## src/design/tvp_pkg.sv

```systemverilog
// ----------------------------------------------------------------------------
// Trapezoid velocity profile package
// Shared widths, register indexes and the payload types of both channels.
// ----------------------------------------------------------------------------
package tvp_pkg;

   localparam int CountBits = 16;
   localparam int CsrIdxBits = 1;

   localparam logic [CsrIdxBits-1:0] CSR_ACCEL_RATE = 1'd0;
   localparam logic [CsrIdxBits-1:0] CSR_TIME_STEP  = 1'd1;

   localparam logic [15:0] ACCEL_RESET = 16'd17920;
   localparam logic [15:0] STEP_RESET  = 16'd1311;

   typedef struct packed {
      logic        mode;
      logic [15:0] distance;
      logic [15:0] cruise_velocity;
   } req_type;

   typedef struct packed {
      logic [15:0] velocity;
      logic [15:0] point_index;
      logic        is_triangle;
      logic        is_last;
      logic        point_valid;
   } rsp_type;

   // Request to the shared serial unit and its answer.
   typedef struct packed {
      logic        start;
      logic [1:0]  op;
      logic [63:0] num;
      logic [47:0] den;
   } su_req_type;

   typedef struct packed {
      logic        done;
      logic [63:0] result;
   } su_rsp_type;

   localparam logic [1:0] OP_MUL  = 2'd0;
   localparam logic [1:0] OP_DIV  = 2'd1;
   localparam logic [1:0] OP_SQRT = 2'd2;

endpackage

```

## src/design/tvp_stream_if.sv

```systemverilog
// ----------------------------------------------------------------------------
// Trapezoid velocity profile stream interface
// Valid/ready channel carrying one payload per transaction.
// ----------------------------------------------------------------------------
interface tvp_stream_if #(parameter type payload_type = logic);
   logic        valid;
   logic        ready;
   payload_type payload;

   modport source (output valid, output payload, input ready);
   modport sink (input valid, input payload, output ready);
endinterface

```

## src/design/trapezoid_velocity_profile_core.sv

```systemverilog
// A tick runs two serial multiplies (a*t, then by the step); a tick with no profile
// running uses no serial operation.
// A start runs seven serial operations for a trapezoid; a triangle uses the square root and
// skips the hold division, and a zero cruise velocity skips the square root, a*t*v and hold division.
// One transaction at a time; the next is accepted the cycle after the result is taken.
// Reset (synchronous, active high) returns to idle with default register values.
// ----------------------------------------------------------------------------
// Trapezoid velocity profile core
// Plans a trapezoid or triangle move and gives one velocity point per tick.
// ----------------------------------------------------------------------------
module trapezoid_velocity_profile_core (
   input  logic                                clock,
   input  logic                                reset,
   tvp_stream_if.sink                          req,
   tvp_stream_if.source                        rsp,
   input  logic                                csr_write_enable,
   input  logic [tvp_pkg::CsrIdxBits-1:0]      csr_index,
   input  logic [15:0]                         csr_write_data
);

   localparam logic [2:0] PH_IDLE  = 3'd0;
   localparam logic [2:0] PH_RAMP  = 3'd1;
   localparam logic [2:0] PH_HOLD  = 3'd2;
   localparam logic [2:0] PH_DECEL = 3'd3;

   localparam logic [3:0] S_WAIT  = 4'd0;
   localparam logic [3:0] S_AT    = 4'd1;  // a*t
   localparam logic [3:0] S_AD    = 4'd2;  // 16*a*d
   localparam logic [3:0] S_VV    = 4'd3;  // v*v
   localparam logic [3:0] S_SQ    = 4'd4;  // sqrt
   localparam logic [3:0] S_N     = 4'd5;  // ramp steps
   localparam logic [3:0] S_AV    = 4'd6;  // a*t*v
   localparam logic [3:0] S_H     = 4'd7;  // hold steps
   localparam logic [3:0] S_PK    = 4'd8;  // ramp value of N
   localparam logic [3:0] S_TICK  = 4'd9;  // ramp value of step
   localparam logic [3:0] S_OUT   = 4'd10;
   localparam logic [3:0] S_TAT   = 4'd11; // a*t for a tick

   localparam logic [tvp_pkg::CountBits-1:0] CountMax = '1;

   logic [15:0] accel_ff, tstep_ff;
   logic [3:0]  st_ff, st_in;
   logic [2:0]  phase_ff, phase_in;
   logic [tvp_pkg::CountBits-1:0] step_ff, step_in, ramp_ff, ramp_in, hold_ff, hold_in;
   logic [15:0] peak_ff, peak_in;
   logic        tri_ff, tri_in;
   logic [15:0] pcnt_ff, pcnt_in;
   logic [15:0] dist_ff, dist_in, vel_ff, vel_in;
   logic [31:0] at_ff, at_in;
   logic [47:0] ad_ff, ad_in;
   logic [31:0] vv_ff, vv_in;
   tvp_pkg::rsp_type out_ff, out_in;
   logic        ovalid_ff, ovalid_in;

   tvp_pkg::su_req_type su_req;
   tvp_pkg::su_rsp_type su_rsp;

   logic [15:0] a_eff, t_eff;
   logic [47:0] rv_sum;
   logic [15:0] rv_sat;
   logic [47:0] vpk_n;

   tvp_serial_unit u_su (.clock(clock), .reset(reset), .su_req(su_req), .su_rsp(su_rsp));

   assign a_eff = (accel_ff == 16'd0) ? 16'd1 : accel_ff;
   assign t_eff = (tstep_ff == 16'd0) ? 16'd1 : tstep_ff;

   // round and saturate a product a*t*i held in the unit result
   assign rv_sum = su_rsp.result[47:0] + 48'd32768;
   assign rv_sat = (rv_sum[47:32] != 16'd0) ? 16'hFFFF : rv_sum[31:16];

   assign req.ready = (st_ff == S_WAIT) && !ovalid_ff;
   assign rsp.valid = ovalid_ff;
   assign rsp.payload = out_ff;

   function automatic logic [tvp_pkg::CountBits-1:0] sat_cnt(input logic [63:0] x);
      sat_cnt = (x > {{(64 - tvp_pkg::CountBits){1'b0}}, CountMax}) ? CountMax
                : x[tvp_pkg::CountBits-1:0];
   endfunction

   always_comb begin
      st_in    = st_ff;
      phase_in = phase_ff;
      step_in  = step_ff;
      ramp_in  = ramp_ff;
      hold_in  = hold_ff;
      peak_in  = peak_ff;
      tri_in   = tri_ff;
      pcnt_in  = pcnt_ff;
      dist_in  = dist_ff;
      vel_in   = vel_ff;
      at_in    = at_ff;
      ad_in    = ad_ff;
      vv_in    = vv_ff;
      out_in   = out_ff;
      ovalid_in = ovalid_ff;
      su_req   = '0;
      vpk_n    = '0;
      if (rsp.valid && rsp.ready) ovalid_in = 1'b0;
      case (st_ff)
         S_WAIT: begin
            if (req.valid && req.ready) begin
               if (!req.payload.mode) begin
                  dist_in = req.payload.distance;
                  vel_in  = req.payload.cruise_velocity;
                  su_req  = '{1'b1, tvp_pkg::OP_MUL, {48'd0, t_eff}, {32'd0, a_eff}};
                  st_in   = S_AT;
               end else if (phase_ff == PH_IDLE) begin
                  out_in = '0;
                  st_in  = S_OUT;
               end else begin
                  su_req = '{1'b1, tvp_pkg::OP_MUL, {48'd0, t_eff}, {32'd0, a_eff}};
                  st_in  = S_TAT;
               end
            end
         end
         S_TAT: if (su_rsp.done) begin
            at_in  = su_rsp.result[31:0];
            su_req = '{1'b1, tvp_pkg::OP_MUL,
                       {{(64 - tvp_pkg::CountBits){1'b0}}, step_ff},
                       {16'd0, su_rsp.result[31:0]}};
            st_in  = S_TICK;
         end
         S_AT: if (su_rsp.done) begin
            at_in  = su_rsp.result[31:0];
            su_req = '{1'b1, tvp_pkg::OP_MUL, {48'd0, dist_ff}, {28'd0, a_eff, 4'd0}};
            st_in  = S_AD;
         end
         S_AD: if (su_rsp.done) begin
            ad_in  = su_rsp.result[47:0];
            su_req = '{1'b1, tvp_pkg::OP_MUL, {48'd0, vel_ff}, {32'd0, vel_ff}};
            st_in  = S_VV;
         end
         S_VV: if (su_rsp.done) begin
            vv_in  = su_rsp.result[31:0];
            tri_in = ({16'd0, su_rsp.result[31:0]} > ad_ff);
            if ({16'd0, su_rsp.result[31:0]} > ad_ff) begin
               su_req = '{1'b1, tvp_pkg::OP_SQRT, {16'd0, ad_ff}, 48'd0};
               st_in  = S_SQ;
            end else begin
               su_req = '{1'b1, tvp_pkg::OP_DIV,
                          {32'd0, vel_ff, 16'd0} + {32'd0, at_ff} - 64'd1, {16'd0, at_ff}};
               st_in  = S_N;
            end
         end
         S_SQ: if (su_rsp.done) begin
            vpk_n  = {su_rsp.result[31:0], 16'd0};
            su_req = '{1'b1, tvp_pkg::OP_DIV,
                       {16'd0, vpk_n} + {32'd0, at_ff} - 64'd1, {16'd0, at_ff}};
            st_in  = S_N;
         end
         S_N: if (su_rsp.done) begin
            ramp_in = sat_cnt(su_rsp.result);
            if (tri_ff || vel_ff == 16'd0) begin
               hold_in = '0;
               su_req  = '{1'b1, tvp_pkg::OP_MUL,
                           {{(64 - tvp_pkg::CountBits){1'b0}}, sat_cnt(su_rsp.result)},
                           {16'd0, at_ff}};
               st_in   = S_PK;
            end else begin
               su_req = '{1'b1, tvp_pkg::OP_MUL, {48'd0, vel_ff}, {16'd0, at_ff}};
               st_in  = S_AV;
            end
         end
         S_AV: if (su_rsp.done) begin
            su_req = '{1'b1, tvp_pkg::OP_DIV, {(ad_ff - {16'd0, vv_ff}), 16'd0},
                       su_rsp.result[47:0]};
            st_in  = S_H;
         end
         S_H: if (su_rsp.done) begin
            hold_in = sat_cnt(su_rsp.result);
            su_req  = '{1'b1, tvp_pkg::OP_MUL,
                        {{(64 - tvp_pkg::CountBits){1'b0}}, ramp_ff}, {16'd0, at_ff}};
            st_in   = S_PK;
         end
         S_PK: if (su_rsp.done) begin
            peak_in  = tri_ff ? rv_sat : vel_ff;
            step_in  = '0;
            pcnt_in  = '0;
            phase_in = PH_RAMP;
            out_in   = '0;
            st_in    = S_OUT;
         end
         S_TICK: if (su_rsp.done) begin
            out_in.is_triangle = tri_ff;
            out_in.point_index = pcnt_ff;
            out_in.point_valid = 1'b1;
            out_in.is_last     = 1'b0;
            out_in.velocity    = 16'd0;
            pcnt_in = pcnt_ff + 16'd1;
            case (phase_ff)
               PH_RAMP: begin
                  out_in.velocity = rv_sat;
                  if (step_ff >= ramp_ff) begin
                     step_in  = '0;
                     phase_in = (hold_ff != '0) ? PH_HOLD : PH_DECEL;
                  end else begin
                     step_in = step_ff + 1'b1;
                  end
               end
               PH_HOLD: begin
                  out_in.velocity = peak_ff;
                  if (step_ff + 1'b1 >= hold_ff) begin
                     step_in  = '0;
                     phase_in = PH_DECEL;
                  end else begin
                     step_in = step_ff + 1'b1;
                  end
               end
               default: begin
                  if (step_ff < ramp_ff && rv_sat < peak_ff) begin
                     step_in = step_ff + 1'b1;
                     out_in.velocity = peak_ff - rv_sat;
                  end else begin
                     phase_in = PH_IDLE;
                     out_in.is_last = 1'b1;
                  end
               end
            endcase
            st_in = S_OUT;
         end
         S_OUT: begin
            ovalid_in = 1'b1;
            st_in     = S_WAIT;
         end
         default: st_in = S_WAIT;
      endcase
   end

   always_ff @(posedge clock) begin
      if (reset) begin
         accel_ff  <= tvp_pkg::ACCEL_RESET;
         tstep_ff  <= tvp_pkg::STEP_RESET;
         st_ff     <= S_WAIT;
         phase_ff  <= PH_IDLE;
         step_ff   <= '0;
         ramp_ff   <= '0;
         hold_ff   <= '0;
         peak_ff   <= '0;
         tri_ff    <= 1'b0;
         pcnt_ff   <= '0;
         ovalid_ff <= 1'b0;
      end else begin
         if (csr_write_enable && csr_index == tvp_pkg::CSR_ACCEL_RATE)
            accel_ff <= csr_write_data;
         if (csr_write_enable && csr_index == tvp_pkg::CSR_TIME_STEP)
            tstep_ff <= csr_write_data;
         st_ff     <= st_in;
         phase_ff  <= phase_in;
         step_ff   <= step_in;
         ramp_ff   <= ramp_in;
         hold_ff   <= hold_in;
         peak_ff   <= peak_in;
         tri_ff    <= tri_in;
         pcnt_ff   <= pcnt_in;
         ovalid_ff <= ovalid_in;
      end
      dist_ff <= dist_in;
      vel_ff  <= vel_in;
      at_ff   <= at_in;
      ad_ff   <= ad_in;
      vv_ff   <= vv_in;
      out_ff  <= out_in;
   end

   assert property (@(posedge clock) disable iff (reset)
                    (req.valid && req.ready) |=> st_ff != S_WAIT)
      else $error("transaction accepted without work");
   assert property (@(posedge clock) disable iff (reset) rsp.valid |-> !req.ready)
      else $error("accepted while result pending");
   assert property (@(posedge clock) disable iff (reset) (st_ff == S_OUT) |=> rsp.valid)
      else $error("result not presented");
   assert property (@(posedge clock) disable iff (reset)
                    (phase_ff == PH_HOLD && st_ff == S_WAIT) |-> !tri_ff)
      else $error("hold phase in triangle plan");

endmodule

```

## src/design/tvp_serial_unit.sv

```systemverilog
// ----------------------------------------------------------------------------
// Trapezoid velocity profile serial arithmetic unit
// Bit-serial multiply, restoring divide and square root, one bit per cycle.
// ----------------------------------------------------------------------------
module tvp_serial_unit (
   input  logic                   clock,
   input  logic                   reset,
   input  tvp_pkg::su_req_type    su_req,
   output tvp_pkg::su_rsp_type    su_rsp
);

   logic        busy_ff, busy_in;
   logic [1:0]  op_ff, op_in;
   logic [5:0]  cnt_ff, cnt_in;
   logic [63:0] acc_ff, acc_in;   // product / quotient / root
   logic [63:0] src_ff, src_in;   // multiplier bits / dividend / radicand
   logic [65:0] rem_ff, rem_in;   // remainder
   logic [47:0] den_ff, den_in;
   logic        done_ff, done_in;

   logic [65:0] trial;
   logic [65:0] shifted;

   always_comb begin
      busy_in = busy_ff;
      op_in   = op_ff;
      cnt_in  = cnt_ff;
      acc_in  = acc_ff;
      src_in  = src_ff;
      rem_in  = rem_ff;
      den_in  = den_ff;
      done_in = 1'b0;
      trial   = '0;
      shifted = '0;
      if (su_req.start) begin
         busy_in = 1'b1;
         op_in   = su_req.op;
         acc_in  = '0;
         rem_in  = '0;
         src_in  = su_req.num;
         den_in  = su_req.den;
         cnt_in  = (su_req.op == tvp_pkg::OP_SQRT) ? 6'd31 : 6'd63;
      end else if (busy_ff) begin
         case (op_ff)
            tvp_pkg::OP_MUL: begin
               // shift-add, multiplier in src, multiplicand in den
               acc_in = {acc_ff[62:0], 1'b0} +
                        (src_ff[63] ? {16'd0, den_ff} : 64'd0);
               src_in = {src_ff[62:0], 1'b0};
            end
            tvp_pkg::OP_DIV: begin
               shifted = {rem_ff[64:0], src_ff[63]};
               trial   = shifted - {18'd0, den_ff};
               src_in  = {src_ff[62:0], 1'b0};
               if (!trial[65]) begin
                  rem_in = trial;
                  acc_in = {acc_ff[62:0], 1'b1};
               end else begin
                  rem_in = shifted;
                  acc_in = {acc_ff[62:0], 1'b0};
               end
            end
            tvp_pkg::OP_SQRT: begin
               shifted = {rem_ff[63:0], src_ff[63:62]};
               trial   = shifted - {acc_ff[63:0], 2'b01};
               src_in  = {src_ff[61:0], 2'b00};
               if (!trial[65]) begin
                  rem_in = trial;
                  acc_in = {acc_ff[62:0], 1'b1};
               end else begin
                  rem_in = shifted;
                  acc_in = {acc_ff[62:0], 1'b0};
               end
            end
            default: begin
               acc_in = '0;
            end
         endcase
         cnt_in = cnt_ff - 6'd1;
         if (cnt_ff == 6'd0) begin
            busy_in = 1'b0;
            done_in = 1'b1;
         end
      end
   end

   always_ff @(posedge clock) begin
      if (reset) begin
         busy_ff <= 1'b0;
         done_ff <= 1'b0;
      end else begin
         busy_ff <= busy_in;
         done_ff <= done_in;
      end
      op_ff  <= op_in;
      cnt_ff <= cnt_in;
      acc_ff <= acc_in;
      src_ff <= src_in;
      rem_ff <= rem_in;
      den_ff <= den_in;
   end

   assign su_rsp.done   = done_ff;
   assign su_rsp.result = acc_ff;

   assert property (@(posedge clock) disable iff (reset) su_rsp.done |-> !busy_ff)
      else $error("done while busy");
   assert property (@(posedge clock) disable iff (reset) su_req.start |=> busy_ff)
      else $error("start did not begin");
   assert property (@(posedge clock) disable iff (reset) su_rsp.done |-> $past(busy_ff))
      else $error("done without work");

endmodule

```

## src/flat_wrapper.sv

```systemverilog
// flat-port wrapper written by rule: the top's interface ports become plain ports
module trapezoid_velocity_profile_core_flat 
  (clock, reset, csr_write_enable, csr_index, csr_write_data, req_valid, req_payload, req_ready, rsp_valid, rsp_payload, rsp_ready);
  tvp_stream_if #(.payload_type(tvp_pkg::req_type)) req_i ();
  tvp_stream_if #(.payload_type(tvp_pkg::rsp_type)) rsp_i ();
  input  logic clock;
  input  logic reset;
  input  logic csr_write_enable;
  input  logic [tvp_pkg::CsrIdxBits-1:0] csr_index;
  input  logic [15:0] csr_write_data;
  input wire logic [$bits(req_i.valid)-1:0] req_valid;
  input wire logic [$bits(req_i.payload)-1:0] req_payload;
  output wire logic [$bits(req_i.ready)-1:0] req_ready;
  output wire logic [$bits(rsp_i.valid)-1:0] rsp_valid;
  output wire logic [$bits(rsp_i.payload)-1:0] rsp_payload;
  input wire logic [$bits(rsp_i.ready)-1:0] rsp_ready;
  assign req_i.valid = req_valid;
  assign req_i.payload = req_payload;
  assign req_ready = req_i.ready;
  assign rsp_valid = rsp_i.valid;
  assign rsp_payload = rsp_i.payload;
  assign rsp_i.ready = rsp_ready;
  trapezoid_velocity_profile_core u_core (.clock(clock), .reset(reset), .req(req_i), .rsp(rsp_i), .csr_write_enable(csr_write_enable), .csr_index(csr_index), .csr_write_data(csr_write_data));
endmodule
```

## config.mk

```make
export PLATFORM = sky130hd
export DESIGN_NAME = trapezoid_velocity_profile_core_flat
export DESIGN_NICKNAME = d
export VERILOG_FILES = /design/src/design/tvp_pkg.sv /design/src/design/tvp_stream_if.sv /design/src/design/trapezoid_velocity_profile_core.sv /design/src/design/tvp_serial_unit.sv /design/src/flat_wrapper.sv
export SDC_FILE = /design/constraint.sdc
export NUM_CORES = 2
export LEC_CHECK = 0
export BUFFER_PORTS_ARGS = -buffer_cell sky130_fd_sc_hd__buf_2
export CORE_ASPECT_RATIO = 1.75
export CORE_MARGIN = 5
export CORE_UTILIZATION = 35
export DETAILED_ROUTE_END_ITERATION = 10
export PLACE_DENSITY = 0.53
export RECOVER_POWER = 25
export SKIP_CTS_REPAIR_TIMING = 1
export SYNTH_ARGS = -nofsm -noshare
export SYNTH_HDL_FRONTEND = slang
export SYNTH_SLANG_ARGS = --single-unit
```

## constraint.sdc

```tcl
create_clock -name clock -period 15.1 [get_ports clock]
set_input_delay 0 -clock clock [delete_from_list [all_inputs] [get_ports clock]]
set_output_delay 0 -clock clock [all_outputs]
set_load 0.005 [all_outputs]
```

### Word level (Yosys, flattened, before mapping)

Cells that the tools add are included.

* register bits: 551
* bits of input ports: 55
* output and inout bits: 37
* logic and storage cells: 213

* add/subtract/negate cells: 13
* order comparisons: 6
* eq/ne operators: 35
* muxes and demuxes: 84
* bitwise gates (word level): 3
* reduce and logical (&&, ||, !) cells: 43

Operators by type and width (number)
* $mux 115: 11
* $pmux 115 s9: 1
* $mux 16: 15
* $mux 64: 3
* $pmux 64 s3: 1
* $mux 35: 5
* $pmux 16 s2: 5
* $mux 65: 2
* $pmux 65 s2: 1
* $pmux 64 s2: 1
* $sub 64x1->64 const B: 2
* $mux 114: 1
* $pmux 35 s3: 1
* $sub 66x48->66: 1
* $sub 66x66->66: 1
* $add 64x48->64: 1
* $gt 64x16->1 const B: 1
* $add 48x32->49: 1
* $add 48x16->48 const B: 1
* $gt 32x48->1: 1
* $logic_not 16->1: 3
* $mux 4: 12
* $mux 48: 1
* $sub 48x32->48: 1
* other kinds (42): 111

### Depth between registers and ports, before layout

* word-level depth: 9
* gate-level depth with buffers: 29
* depth with buffers taken out: 26

### Hierarchy

From an unflattened synthesis, not the netlist that was laid out.

* cells, all modules: 5336
* area total of the unflattened synthesis: 44307.5 sq um

By module, submodules not included
* trapezoid_velocity_profile_core: times used 1, cells an instance 2651, area each 22810.6 sq um, seq. area each 7777.5 sq um
* tvp_serial_unit: times used 1, cells an instance 2685, area each 21496.9 sq um, seq. area each 6226.0 sq um

### Worst setup path before layout

Ideal clock, no wire load.

* path kind: register to register
* start point: register u_core.u_su.acc_ff[16]
* end point: register u_core.step_ff[10] (netlist name)
* setup time: 0.117 ns
* arrival time: 5.644 ns
* data required time: 14.983 ns
* setup slack: 9.339 ns
* cell stages (with the launch flop): 25
* buffers on the path: 2
* clock period less this slack: 5.761 ns
* cell sequence: dfxtp_1 > ha_1 > and3_1 > nand3_1 > nor2_2 > nand4_2 > nor2_2 > and2_1 > xnor2_1 > or4_1 > nor4_2 > buf_4 > and3_1 > ha_1 > nand2_1 > or3_1 > or4_1 > and3_1 > nand3_1 > a21boi_0 > nor4_1 > nand2b_1 > clkbuf_1 > nor2_1 > a32o_1

* longest elaborated chain between the ends: 7

Ends and longest elaborated chain
* from (decl): RTL line tvp_serial_unit.sv:15 `logic [63:0] acc_ff, acc_in;`
* from (signal assigned): RTL line tvp_serial_unit.sv:97 `acc_ff <= acc_in;`
* $add 48x16->48 *: RTL line trapezoid_velocity_profile_core.sv:69 `assign rv_sum = su_rsp.result[47:0] + 48'd32768;`
* $reduce_bool 16->1: RTL line trapezoid_velocity_profile_core.sv:70 `assign rv_sat = (rv_sum[47:32] != 16'd0) ? 16'hFFFF : rv_sum[31:16];`
* $mux 16 *: RTL line trapezoid_velocity_profile_core.sv:70
* $lt 16x16->1 *: RTL line trapezoid_velocity_profile_core.sv:211 `if (step_ff < ramp_ff && rv_sat < peak_ff) begin`
* $logic_and 1x1->1 *: RTL line trapezoid_velocity_profile_core.sv:211
* $ne 4x1->1 (no line) *
* $reduce_and 4->1 (no line) *
* to (signal assigned): RTL line trapezoid_velocity_profile_core.sv:250 `step_ff <= step_in;`
* to (decl): RTL line trapezoid_velocity_profile_core.sv:44 `logic [tvp_pkg::CountBits-1:0] step_ff, step_in, ramp_ff, ramp_in, hold_ff, hold_in;`

Mark *: on every way between the ends. The rest lies on a longest branch, timed or not.
A chain may end at the register's enable or synchronous reset.

### Worst setup path in the final report

* start point: register u_core.u_su.acc_ff[15]
* end point: register u_core.out_ff, in the netlist u_core.rsp.payload[19], data pin

* longest elaborated chain between the ends: 9
* elaborated cells between the ends (all ways): 10
* those cells by class: add/sub: 2; order compare: 1; mux: 5; reduce/logical: 2

Ends and longest elaborated chain
* $add 48x16->48 *: RTL line trapezoid_velocity_profile_core.sv:69
* $reduce_bool 16->1: RTL line trapezoid_velocity_profile_core.sv:70
* $mux 16 *: RTL line trapezoid_velocity_profile_core.sv:70
* $lt 16x16->1: RTL line trapezoid_velocity_profile_core.sv:211
* $logic_and 1x1->1: RTL line trapezoid_velocity_profile_core.sv:211
* $mux 16: RTL line trapezoid_velocity_profile_core.sv:211
* $pmux 16 s2 *: RTL line trapezoid_velocity_profile_core.sv:191 `case (phase_ff)`
* $mux 35 *: RTL line trapezoid_velocity_profile_core.sv:184 `S_TICK: if (su_rsp.done) begin`
* $pmux 35 s3 *: RTL line trapezoid_velocity_profile_core.sv:100 `case (st_ff)`
* to (signal assigned): RTL line trapezoid_velocity_profile_core.sv:263 `out_ff <= out_in;`
* to (decl): RTL line trapezoid_velocity_profile_core.sv:52 `tvp_pkg::rsp_type out_ff, out_in;`

Mark *: on every way between the ends. The rest lies on a longest branch, timed or not. The select of a mux whose other input is x is not followed.

==> results.tsv <==
stage	metric	value	unit
synth	sequential share of the synthesized area	32.5	%
timing	final worst slack	6.93	ns
route	via count	41426	
clocking	CTS H-tree depth	2	
critical_path	crit path DAT	8.65	ns
status	outcome	finished, violations left	
power_and_ir_drop	maximum vdd drop	274	µV
placed_design	post-DP HPWL	144	mm
global_route	first-pass GRT wire length	267	mm
route	DR WL met3	7.95	mm
job	max-cap viol count	3	
synth	count of cell types in the netlist	103	
route	initial drt markers	3148	
route	Top Metal Used	met5	
timing	crit path time final	8.17	ns
route	drt drc	0	
final_layout	area delta synth->final	11.1	%
clocking	clock transition at the registers of the reported paths	0.07	ns
status	failing checks	capacitance limit, slew limit	
die	Die Width	275	µm
timing	Worst Tran Pin Value	4.33	ns
timing	Final Max Tran Viols	158	
route	drt first pass iters	7	
critical_path	CP Capture Type	register	
synth	syn_area_per_cell	8.32	µm²
final_layout	Nets	5580	
synth	cells after synthesis	5174	
placed_design	Final Wtd Congestion	0.967	
placed_design	Placement Setup Slack	7.64	ns
placed_design	port buffer count	91	
power_and_ir_drop	P_leak	18.6	nW
die	Die Y-Extent	474	µm
synth	Synth Warn #	0	
die	row cnt	170	
worst_hold_path	Worst Hold Class	in -> reg	
timing	final setup vio count	0	
route	total wire length	183	mm
synth	asr flop ratio synth	0	%
clocking	clock buffer depth	3	
timing	post-route clock skew	0.0353	ns
timing	slew margin rel.	-189	%
global_route	grt total ovfl	0	
timing	RSZ-0062 raised after global routing	false	
die	area of the die	0.130	mm²
synth	post-synth top area share	20.9	%
route	routed length on met1	58.6	mm
power_and_ir_drop	Pwr Density	202	mW/mm²
synth	Post-synth EDFFs	299	
die	Initial Utilization	35.1	%
die	core area	0.123	mm²
synth	Syn Std Cell Area	0.0430	mm²
timing	fmax	122	MHz
clocking	clock sink count	550	
timing	fin crit share	54.1	%
clocking	TritonCTS clock tree	built	
clocking	Skew-Pair Late Insertion Delay	0.70	ns
synth	predominant post-synthesis flop cell	edfxtp_1	
final_layout	commonest non-fill, non-tap cell in the layout	nor2_1	
synth	Area contributors post-synth	edfxtp_1 (21%), dfxtp_1 (12%), ha_1 (9.2%)	
global_route	initial antenna violation count	9	
route	DR WL met2	93.4	mm
synth	syn nets	5552	
final_layout	ratio of cells with drive above 1 in the final layout	5.94	%
timing	setup tns final	0	ns
final_layout	Finished Layout Cells	6890	
global_route	vias in the first global route	41902	
critical_path	Required @ worst endpoint	15.57	ns
global_route	largest net degree at the start of global routing	86	
clocking	TritonCTS Buffers	58	
route	detail-routed via count per cell	6.01	
final_layout	most frequent cells in the layout	nor2_1 (466), nand2_1 (461), a21oi_1 (433)	
die	I/O Pins	92	
placed_design	Cells after DPL	6719	
synth	synthesized flop and latch total	550	
timing	final hold vios	0	
critical_path	CP Class	reg -> reg	
route	WL/cell	26.6	µm
route	post-route ant nets	0	
final_layout	fillers	12750	
clocking	clk root buf	clkbuf_16	
critical_path	Setup crit start kind	register	
global_route	all-layer global routing usage	27.1	%
synth	cell taking the most area after synthesis	edfxtp_1	
critical_path	critical path peak fanout	17	
==> metrics by stage <==
stage / cell area (µm²) / utilization (%) / hold WS (ns) / total power [W]
2_1_floorplan: 43000 / - / 0.0989 / 0.00629
3_3_place_gp: 45300 / 37.0 / 0.176 / 0.00808
3_5_place_dp: 45300 / 37.0 / 0.178 / 0.00809
4_1_cts: 47400 / 38.7 / -0.566 / 0.00967
5_1_grt: 47800 / 39.0 / 0.00590 / 0.0103
6_report: 47800 / 39.0 / 0.00301 / 0.00968
==> per-layer routing <==
metal	GRT usage, %	vias up
li1	-	19273
met1	24.9	19887
met2	49.7	1526
met3	3.44	734
met4	27.0	6
met5	0	-
==> sequential cells by signal, summed over array words and instances, names as in the netlist, 4 cells and up <==
name	cells
u_core.accel_ff	16
u_core.ad_ff	48
u_core.at_ff	32
u_core.dist_ff	16
u_core.hold_ff	16
u_core.pcnt_ff	16
u_core.peak_ff	16
u_core.ramp_ff	16
u_core.rsp.payload	35
u_core.st_ff	4
u_core.step_ff	16
u_core.tstep_ff	16
u_core.u_su.acc_ff	64
u_core.u_su.cnt_ff	6
u_core.u_su.den_ff	48
u_core.u_su.rem_ff	65
u_core.u_su.src_ff	64
u_core.vel_ff	16
u_core.vv_ff	32
==> cell families (layout without fill, tap and decap cells) <==
logic type	after synthesis	count (layout)	synth area share, %
adders and majority gates	323	323	9.50
other	0	5	0
buffers and inverters	579	656	5.15
and+or+nand+nor	1649	1649	18.2
DFF	550	550	32.5
AOI/OAI and AO/OA	1631	1631	25.3
muxes	95	95	2.24
xor gates and xnor gates	347	347	7.06
==> cell usage after synthesis (154+ instances only) <==
| library cell | count |
|---|---|
| nor2_1 | 476 |
| nand2_1 | 463 |
| a21oi_1 | 437 |
| ha_1 | 317 |
| inv_1 | 305 |
| edfxtp_1 | 299 |
| o21ai_0 | 274 |
| dfxtp_1 | 251 |
| clkbuf_1 | 230 |
| xnor2_1 | 193 |
| nand3_1 | 164 |
| xor2_1 | 154 |
==> final cells by class <==
cell class | count | area [µm²] | share of cell area (%)
Antenna cell | 5 | 12.5 | 0.0262
Timing Repair Buffer | 238 | 1580 | 3.30
Multi-Input combinational cell | 4045 | 27000 | 56.5
Inverter | 309 | 1160 | 2.43
Clock buffer | 76 | 1670 | 3.50
Sequential cell | 550 | 14000 | 29.3
Clock inverter | 33 | 347 | 0.725
Tap cell | 1634 | 2040 | 4.28
==> power breakdown <==
| group | switching, W | total (W) | internal, W |
|---|---|---|---|
| Sequential | 0.000345 | 0.00226 | 0.00192 |
| Clock | 0.000698 | 0.00155 | 0.000855 |
| Combinational | 0.00376 | 0.00586 | 0.00211 |
==> path summary, 6_finish.rpt <==
| check | from | to | slack (ns) | depth (start not counted) |
|---|---|---|---|---|
| worst max-delay path | u_core.u_su.acc_ff[15] | u_core.rsp.payload[19] | 6.93 | 26 |
| worst min-delay path | req_payload[26] | u_core.dist_ff[10] | 0.003 | 2 |
| worst max register to register | u_core.u_su.acc_ff[15] | u_core.rsp.payload[19] | 6.93 | 26 |
| worst min register to register | u_core.accel_ff[0] | u_core.accel_ff[0] | 0.47 | 2 |
==> worst max-delay path, stage by stage (launching register included) <==
cell,delay [ns]
dfxtp_1,0.30
clkbuf_1,0.80
ha_1,0.33
and3_1,0.21
nand3_1,0.29
nor2_2,0.30
nand4_2,0.22
nor2_2,0.18
and2_1,0.16
xnor2_1,0.06
or4_1,0.55
nor4_2,0.56
buf_4,0.35
and2b_1,0.21
inv_1,0.05
ha_1,0.19
inv_1,0.07
fa_1,0.20
a21o_1,0.13
a21oi_1,0.10
o21bai_1,0.15
a21oi_1,0.13
o21ai_0,0.26
nand3_1,0.13
a21boi_0,0.70
nand3_1,0.81
o221ai_1,0.50
(Power assumes the default switching activity.)
